==> src/ide_pkg.sv <==
// Shared types and constants for the indexed deque engine.
package ide_pkg;

   localparam int CAPACITY_DEF   = 64;
   localparam int WORD_WIDTH_DEF = 32;

   localparam int MODE_W = 4;
   localparam int DATA_W = 32;
   localparam int POS_W  = 7;
   localparam int STAT_W = 3;
   localparam int OPOS_W = 6;
   localparam int FILL_W = 7;

   typedef enum logic [MODE_W-1:0] {
      OP_PUSH_BACK  = 4'd0,
      OP_PUSH_FRONT = 4'd1,
      OP_POP_BACK   = 4'd2,
      OP_POP_FRONT  = 4'd3,
      OP_INSERT     = 4'd4,
      OP_READ       = 4'd5,
      OP_FIND       = 4'd6,
      OP_FIND_FWD   = 4'd7,
      OP_FIND_BACK  = 4'd8,
      OP_CMP_AT     = 4'd9,
      OP_CMP_LAST   = 4'd10
   } op_type;

   typedef enum logic [STAT_W-1:0] {
      ST_OK       = 3'd0,
      ST_EMPTY    = 3'd1,
      ST_FULL     = 3'd2,
      ST_RANGE    = 3'd3,
      ST_NOTFOUND = 3'd4
   } status_type;

   typedef enum logic [2:0] {
      S_IDLE,
      S_RD,
      S_WAIT,
      S_WALK,
      S_SHIFT,
      S_WRITE,
      S_DONE
   } state_type;

endpackage

==> src/ide_store.sv <==
// Slot memory: one write port, one registered read port.
module ide_store #(
   parameter int CAPACITY   = ide_pkg::CAPACITY_DEF,
   parameter int WORD_WIDTH = ide_pkg::WORD_WIDTH_DEF,
   localparam int AW = $clog2(CAPACITY)
) (
   input  logic                  clock,
   input  logic                  wr_en,
   input  logic [AW-1:0]         wr_addr,
   input  logic [WORD_WIDTH-1:0] wr_data,
   input  logic [AW-1:0]         rd_addr,
   output logic [WORD_WIDTH-1:0] rd_data
);
   logic [WORD_WIDTH-1:0] mem [CAPACITY];

   always_ff @(posedge clock) begin
      if (wr_en) begin
         mem[wr_addr] <= wr_data;
      end
      rd_data <= mem[rd_addr];
   end
endmodule

==> src/indexed_deque_engine_top.sv <==
// Indexed deque engine: top level with sequencer, walk counter and result register.
//
//  channel | dir | tdata fields (low bit up)                       | tuser
//  req     | in  | mode[3:0], data_value[35:4], position[42:36]    | -
//  rsp     | out | status[2:0], out_value[34:3], out_position[40:35],
//          |     | fill_level[47:41], match[48]                    | -
//
// One request at a time. A push passes S_RD and S_WRITE before its result shows; a pop,
// read or compare passes S_RD, S_WAIT and S_WALK.
// Insert walks the tail down to the position, reading then writing each moved element
// through the single memory port pair.
// Searches compare one slot at a time (address in S_WAIT, registered read checked in S_WALK)
// against a single comparator.
// Reset is synchronous and clears head and count; slot
// contents stay undefined. A result waits in rsp until taken; req_tready
// stays low until then.
module indexed_deque_engine_top #(
   parameter int CAPACITY   = ide_pkg::CAPACITY_DEF,
   parameter int WORD_WIDTH = ide_pkg::WORD_WIDTH_DEF
) (
   input  logic        clock,
   input  logic        reset,
   input  logic        req_tvalid,
   output logic        req_tready,
   input  logic [47:0] req_tdata,   // mode, data_value, position
   output logic        rsp_tvalid,
   input  logic        rsp_tready,
   output logic [55:0] rsp_tdata    // status, out_value, out_position, fill_level, match
);
   localparam int AW = $clog2(CAPACITY);
   localparam int CW = $clog2(CAPACITY + 1);
   localparam int SW = CW + 1;

   ide_pkg::state_type state_ff, state_in;
   logic [ide_pkg::MODE_W-1:0] mode_ff, mode_in;
   logic [WORD_WIDTH-1:0] val_ff, val_in;
   logic [CW-1:0] pos_ff, pos_in;      // request position, clipped
   logic          pos_big_ff, pos_big_in;
   logic [CW-1:0] cnt_ff, cnt_in;
   logic [AW-1:0] head_ff, head_in;
   logic [CW-1:0] idx_ff, idx_in;      // walk index
   logic [ide_pkg::STAT_W-1:0] st_ff, st_in;
   logic [WORD_WIDTH-1:0] oval_ff, oval_in;
   logic [CW-1:0] opos_ff, opos_in;
   logic          m_ff, m_in;

   logic          wr_en;
   logic [AW-1:0] wr_addr, rd_addr;
   logic [WORD_WIDTH-1:0] wr_data, rd_data;
   logic          full, empty, pos_ge, pos_gt, hit;

   ide_store #(.CAPACITY(CAPACITY), .WORD_WIDTH(WORD_WIDTH)) u_store (
      .clock(clock), .wr_en(wr_en), .wr_addr(wr_addr), .wr_data(wr_data),
      .rd_addr(rd_addr), .rd_data(rd_data));

   // ring slot of element i; one conditional subtract wraps it
   function automatic logic [AW-1:0] ring(input logic [AW-1:0] h, input logic [CW-1:0] i);
      logic [CW:0] s;
      s = {1'b0, i} + {{(CW+1-AW){1'b0}}, h};
      if (s >= SW'(CAPACITY)) s = s - SW'(CAPACITY);
      return s[AW-1:0];
   endfunction

   function automatic logic [AW-1:0] head_next(input logic [AW-1:0] h);
      return (h == AW'(CAPACITY - 1)) ? '0 : h + 1'b1;
   endfunction

   function automatic logic [AW-1:0] head_prev(input logic [AW-1:0] h);
      return (h == '0) ? AW'(CAPACITY - 1) : h - 1'b1;
   endfunction

   assign full   = (cnt_ff == CW'(CAPACITY));
   assign empty  = (cnt_ff == '0);
   assign pos_ge = pos_big_ff || (pos_ff >= cnt_ff);
   assign pos_gt = pos_big_ff || (pos_ff > cnt_ff);
   assign hit    = (rd_data == val_ff);
   assign req_tready = (state_ff == ide_pkg::S_IDLE);

   // next state and datapath
   always_comb begin
      state_in = state_ff; mode_in = mode_ff; val_in = val_ff;
      pos_in = pos_ff; pos_big_in = pos_big_ff; cnt_in = cnt_ff; head_in = head_ff;
      idx_in = idx_ff; st_in = st_ff; oval_in = oval_ff; opos_in = opos_ff; m_in = m_ff;
      unique case (state_ff)
         ide_pkg::S_IDLE: begin
            if (req_tvalid) begin
               mode_in = req_tdata[3:0];
               val_in  = WORD_WIDTH'(req_tdata[35:4]);
               if (CW >= 7) begin
                  pos_in = CW'(req_tdata[42:36]); pos_big_in = 1'b0;
               end else begin
                  pos_in = req_tdata[36 +: CW];
                  pos_big_in = (req_tdata[42:36] >> CW) != 0;
               end
               state_in = ide_pkg::S_RD;
            end
         end
         ide_pkg::S_RD: begin
            st_in = ide_pkg::ST_OK; oval_in = '0; opos_in = '0; m_in = 1'b0;
            state_in = ide_pkg::S_DONE;
            unique case (mode_ff)
               ide_pkg::OP_PUSH_BACK: if (full) st_in = ide_pkg::ST_FULL;
                  else begin opos_in = cnt_ff; state_in = ide_pkg::S_WRITE; end
               ide_pkg::OP_PUSH_FRONT: if (full) st_in = ide_pkg::ST_FULL;
                  else state_in = ide_pkg::S_WRITE;
               ide_pkg::OP_POP_BACK, ide_pkg::OP_POP_FRONT, ide_pkg::OP_CMP_LAST:
                  if (empty) begin
                     if (mode_ff != ide_pkg::OP_CMP_LAST) st_in = ide_pkg::ST_EMPTY;
                  end else begin
                     idx_in = (mode_ff == ide_pkg::OP_POP_FRONT) ? '0 : cnt_ff - 1'b1;
                     state_in = ide_pkg::S_WAIT;
                  end
               ide_pkg::OP_INSERT: if (pos_gt) st_in = ide_pkg::ST_RANGE;
                  else if (full) st_in = ide_pkg::ST_FULL;
                  else begin idx_in = cnt_ff; state_in = ide_pkg::S_SHIFT; end
               ide_pkg::OP_READ, ide_pkg::OP_CMP_AT: if (pos_ge) st_in = ide_pkg::ST_RANGE;
                  else begin idx_in = pos_ff; state_in = ide_pkg::S_WAIT; end
               ide_pkg::OP_FIND, ide_pkg::OP_FIND_FWD, ide_pkg::OP_FIND_BACK:
                  if (empty) st_in = ide_pkg::ST_NOTFOUND;
                  else if (mode_ff != ide_pkg::OP_FIND && pos_ge) st_in = ide_pkg::ST_RANGE;
                  else begin
                     idx_in = (mode_ff == ide_pkg::OP_FIND) ? '0 : pos_ff;
                     st_in = ide_pkg::ST_NOTFOUND;
                     state_in = ide_pkg::S_WAIT;
                  end
               default: ;
            endcase
         end
         ide_pkg::S_WAIT: state_in = ide_pkg::S_WALK;
         ide_pkg::S_WALK: begin
            state_in = ide_pkg::S_DONE;
            unique case (mode_ff)
               ide_pkg::OP_POP_BACK: begin
                  oval_in = rd_data; opos_in = idx_ff; cnt_in = cnt_ff - 1'b1;
               end
               ide_pkg::OP_POP_FRONT: begin
                  oval_in = rd_data; head_in = head_next(head_ff); cnt_in = cnt_ff - 1'b1;
               end
               ide_pkg::OP_READ: begin oval_in = rd_data; opos_in = idx_ff; end
               ide_pkg::OP_CMP_AT, ide_pkg::OP_CMP_LAST: begin
                  m_in = hit; opos_in = idx_ff;
               end
               ide_pkg::OP_FIND_BACK:
                  if (hit) begin st_in = ide_pkg::ST_OK; opos_in = idx_ff; end
                  else if (idx_ff != '0) begin
                     idx_in = idx_ff - 1'b1; state_in = ide_pkg::S_WAIT;
                  end
               default:
                  if (hit) begin st_in = ide_pkg::ST_OK; opos_in = idx_ff; end
                  else if (idx_ff + 1'b1 != cnt_ff) begin
                     idx_in = idx_ff + 1'b1; state_in = ide_pkg::S_WAIT;
                  end
            endcase
         end
         ide_pkg::S_SHIFT: begin
            // rd_data holds slot idx-1 after the read phase with m clear; alternate via the m bit
            if (idx_ff == pos_ff) state_in = ide_pkg::S_WRITE;
            else if (m_ff) begin
               m_in = 1'b0; idx_in = idx_ff - 1'b1;
            end else m_in = 1'b1;
         end
         ide_pkg::S_WRITE: begin
            cnt_in = cnt_ff + 1'b1;
            if (mode_ff == ide_pkg::OP_PUSH_FRONT) head_in = head_prev(head_ff);
            if (mode_ff == ide_pkg::OP_INSERT) begin opos_in = pos_ff; m_in = 1'b0; end
            state_in = ide_pkg::S_DONE;
         end
         ide_pkg::S_DONE: if (rsp_tready) state_in = ide_pkg::S_IDLE;
         default: state_in = ide_pkg::S_IDLE;
      endcase
   end

   // memory port control
   always_comb begin
      rd_addr = ring(head_ff, idx_ff);
      wr_en   = 1'b0;
      wr_addr = ring(head_ff, idx_ff);
      wr_data = rd_data;
      if (state_ff == ide_pkg::S_SHIFT) begin
         rd_addr = ring(head_ff, idx_ff - 1'b1);
         wr_en   = m_ff && (idx_ff != pos_ff);
      end else if (state_ff == ide_pkg::S_WRITE) begin
         wr_en   = 1'b1;
         wr_data = val_ff;
         unique case (mode_ff)
            ide_pkg::OP_PUSH_BACK:  wr_addr = ring(head_ff, cnt_ff);
            ide_pkg::OP_PUSH_FRONT: wr_addr = head_prev(head_ff);
            default:                wr_addr = ring(head_ff, pos_ff);
         endcase
      end
   end

   always_ff @(posedge clock) begin
      if (reset) begin
         state_ff <= ide_pkg::S_IDLE;
         cnt_ff   <= '0;
         head_ff  <= '0;
         m_ff     <= 1'b0;
      end else begin
         state_ff <= state_in;
         cnt_ff   <= cnt_in;
         head_ff  <= head_in;
         m_ff     <= m_in;
      end
      mode_ff <= mode_in; val_ff <= val_in; pos_ff <= pos_in; pos_big_ff <= pos_big_in;
      idx_ff <= idx_in; st_ff <= st_in; oval_ff <= oval_in; opos_ff <= opos_in;
   end

   assign rsp_tvalid = (state_ff == ide_pkg::S_DONE);
   assign rsp_tdata  = {7'd0, m_ff, 7'(cnt_ff), 6'(opos_ff), 32'(oval_ff), st_ff};
endmodule

==> config.mk <==
export PLATFORM = sky130hd
export DESIGN_NAME = indexed_deque_engine_top
export DESIGN_NICKNAME = d
export VERILOG_FILES = /design/src/ide_pkg.sv /design/src/ide_store.sv /design/src/indexed_deque_engine_top.sv
export SDC_FILE = /design/constraint.sdc
export NUM_CORES = 2
export LEC_CHECK = 0
export BUFFER_PORTS_ARGS = -buffer_cell sky130_fd_sc_hd__buf_2
export CAP_MARGIN = 40
export CELL_PAD_IN_SITES_DETAIL_PLACEMENT = 0
export CELL_PAD_IN_SITES_GLOBAL_PLACEMENT = 1
export CORE_MARGIN = 5
export CORE_UTILIZATION = 57
export CTS_CLUSTER_DIAMETER = 60
export DETAILED_ROUTE_END_ITERATION = 10
export GPL_ROUTABILITY_DRIVEN = 0
export PLACE_DENSITY_LB_ADDON = 0.1
export SYNTH_ARGS = -nofsm -noshare
export SYNTH_HDL_FRONTEND = slang
export SYNTH_SLANG_ARGS = --single-unit
==> constraint.sdc <==
create_clock -name clock -period 7.55 [get_ports clock]
set_input_delay 0.755 -clock clock [delete_from_list [all_inputs] [get_ports clock]]
set_output_delay 0.755 -clock clock [all_outputs]
set_load 0.01 [all_outputs]
==> summary.txt <==
Timing
  • Fin worst setup slack: between 2 and 2.5 ns
  • Tcrit/Tclk final: approximately 73%
  • Clk_skew: 0.0458 ns
  • Final setup fails: 0
  • Minimum clock period: 5.48 ns
  • RSZ-0062 raised after global routing: false
  • Tightest Pin Transition: between 1 and 1.5 ns
  • Final Hold Fails: 0
  • Fmax: 182 MHz
  • Worst relative slew slack: 29.2%
  • TNS Setup: 0 ns
  • Max-slew violations: 0

Synth
  • Multiplexer share of the synthesized area: between 3 and 4%
  • Yosys reg bits: 2,188
  • Synthesized area: approximately 0.088 mm^2
  • Main combinational cell family by area after synthesis: simple AND/OR/NAND/NOR gates
  • Post-Synth Simple-Gate Area: approximately an eighth
  • Post-synthesis cell type count: 67
  • Share of the yosys chip area belonging to registers: 74.4%
  • Adder-cell area share of the yosys netlist: 0.482%
  • Synth warn: 0
  • Syn Inst Count: 6,353
  • Post-Syn Area per Cell: 13.8 um^2
  • Synth Flop Type: edfxtp_1
  • Compound-Gate Fraction of Synth Area: 5.50%
  • Post-Synth XOR/XNOR Area: less than 1%
  • Fraction of registers with async set/reset: 0%
  • Number of synthesized flops with an enable pin: around 2,100

Finish
  • Layout cells sized above 1: ~11%
  • Synthesis-to-layout area growth: 12.8%
  • Most common cell after layout, fill and taps aside: edfxtp_1
  • Commonest non-fill, non-tap cells in the layout: edfxtp_1 (2,139), nand2_1 (1,607), nand3_1 (497)
  • # nets final: 6,565

Floorplanning
  • Row cnt: 144
  • Die area: 0.162 mm^2
  • Die Span Y: 402 um
  • CORE AREA: about 0.15 mm^2
  • Initial Util: approximately 57%
  • I/O pins: 110
  • Die width: 402 um

Global route
  • Vias in the first global route: 51,900
  • Global-route wire length before repair: 362,000 um
  • Largest net degree at the start of global routing: about 160
  • Initial antenna violation count: 9
  • GRT Total Usage: 30.6%
  • Total gr overflow: 0

Setup path
  • Crit start category: register
  • WP data arrival: between 5 and 6 ns
  • Crit Path Class: reg2reg
  • Worst endpoint required time: 8.04 ns
  • Crit Path Max Fanout: 18
  • CP Capture Type: register
  • Flop2flop setup slack: just over 2 ns

Detailed routing
  • Final WL: roughly 250,000 um
  • Vias: 55,200
  • DRC Markers: 0
  • TritonRoute pass-1 iters: 8
  • Via-to-Cell Ratio: 6.33
  • Antenna viol nets, final: 0
  • Wirelength per Cell: approximately 29 um
  • Initial DRC count: 7,400

CTS
  • Num Clock Sinks: 2,188
  • Cts repair resizes: 0
  • Htree depth: 4
  • Cts bufs inserted: approximately 220
  • Register clock-pin slew on the reported worst setup and hold paths: 0.06 ns
  • TritonCTS clock tree: done
  • Worst skew pair latency: 0.84 ns
  • Root buf cell: clkbuf_16
  • Post-CTS Setup Repair Bufs: 0
  • Clk buf depth: 3
  • Cts-stage hold buffer count: 0

Placement
  • Port bufs: 97
  • Pre-CTS WS: 2.23 ns
  • DPL Wire Length: roughly 150,000 um

Pwr
  • Power Dens Cells: between 400 and 500 mW/mm^2
  • Clock power frac: 23.2%
  • Internal: 26.1 mW
  • Sequential Power Share: 36.7%
  • Combinational Power Share: about two fifths
  • Maximum vdd drop: 0.427 mV
  • Net Sw Frac: 41.0%
  • Net Switching: about 18 mW
  • Leakage: 33.4 nW

Worst hold path
  • HP Class: in2reg

Flow run
  • Number of max-cap violations: 0

Run status
  • Status: complete, no violations
==> flip-flops by register name, indices dropped and copies added, names as in the netlist <==
signal and count:
val_ff 32, head_ff 6, pos_ff 7, u_store.mem 2048, oval_ff 32, mode_ff 4, u_store.rd_data 32, cnt_ff 7
st_ff 3, state_ff 3, m_ff 1, opos_ff 6, idx_ff 7
==> through the flow <==
stage | instance area [um^2] | total power, mW | instances | hold WS, ns | util, %
after global placement | 91300 | 33.4 | 8250 | 0.601 | 59.5
after detailed placement | 92200 | 33.9 | 8306 | 0.621 | 60.1
after global routing | 98900 | 45.8 | 8709 | 0.0533 | 64.4
after floorplan | 87700 | 26.3 | 6359 | 0.524 | -
final | 98900 | 44.2 | 8712 | 0.0943 | 64.4
after CTS | 98900 | 44.1 | 8709 | 0.0358 | 64.4
==> layout make-up <==
class	count	area (um^2)
Multi-Input combinational cell	3720	21300
Timing Repair Buffer	324	3020
Antenna cell	3	7.51
Clock inverter	126	967
Fill cell	11200	54600
Inverter	30	113
Tap cell	2044	2560
Clock buffer	277	5770
Sequential cell	2188	65200
==> worst max-delay path, stage by stage, from the launching register on <==
cell	delay (ns)
edfxtp_1	0.63
nor4_2	0.36
buf_4	0.23
nand2_1	0.06
o21ai_0	0.13
ha_1	0.22
inv_1	0.06
fa_1	0.42
nor2b_1	0.13
o21a_1	0.12
or3_1	0.10
a31oi_1	0.10
o21ai_0	0.60
and2_1	0.25
nand2_1	0.50
nor2_4	0.78
buf_4	0.43
==> per-layer routing <==
metal	vias up	wire length (um)	GRT usage, %
met1	27600	102000	45.2
met5	-	12	0
met3	422	26200	5.65
met2	2933	113000	46.3
met4	2	9650	10.9
li1	24200	-	-
==> power by group through the flow <==
| stage | combinational [mW] | clock [mW] | sequential, mW |
|---|---|---|---|
| 2_1_floorplan | 9.96 | 0 | 16.3 |
| 3_3_place_gp | 17.0 | 0 | 16.4 |
| 3_5_place_dp | 17.5 | 0 | 16.4 |
| 4_1_cts | 17.5 | 10.4 | 16.2 |
| 5_1_grt | 18.7 | 10.9 | 16.2 |
| 6_report | 17.7 | 10.2 | 16.2 |
==> path summary, 6_finish.rpt <==
kind | startpoint | endpoint | cells past startpoint
worst max-delay path | mode_ff[0] | u_store.mem[61][4] | 16
worst min register to register | m_ff | m_ff | 2
worst max register to register | mode_ff[0] | u_store.mem[61][4] | 16
worst min-delay path | req_tdata[10] | val_ff[6] | 1
==> cells in the mapped netlist, types with 12 or more instances <==
master	n	area (um^2)
inv_1	30	113
a22oi_1	41	308
nor4_1	37	231
mux2i_1	322	3220
nor3_1	79	395
dfxtp_1	49	981
nand2_1	1640	6160
nor2_1	145	544
xor2_1	14	123
nand4_1	116	726
nand3_1	497	2490
edfxtp_1	2139	64200
a21oi_1	92	460
buf_4	21	158
ha_1	29	363
a311oi_1	63	552
xnor2_1	62	543
o21ai_0	47	235
a32oi_1	253	2220
a31oi_1	71	444
nor2b_1	12	75.1
buf_2	137	686
buf_1	20	75.1
and3_1	73	457
clkbuf_1	242	908
==> cells by family after synthesis <==
family | Yosys count
simple gates | 2632
flops | 2188
compound gates | 643
buf+inv | 451
mux | 328
xor+xnor | 78
fa+ha+maj | 32
other cells | 1
Power figures use the tool's default switching activity.
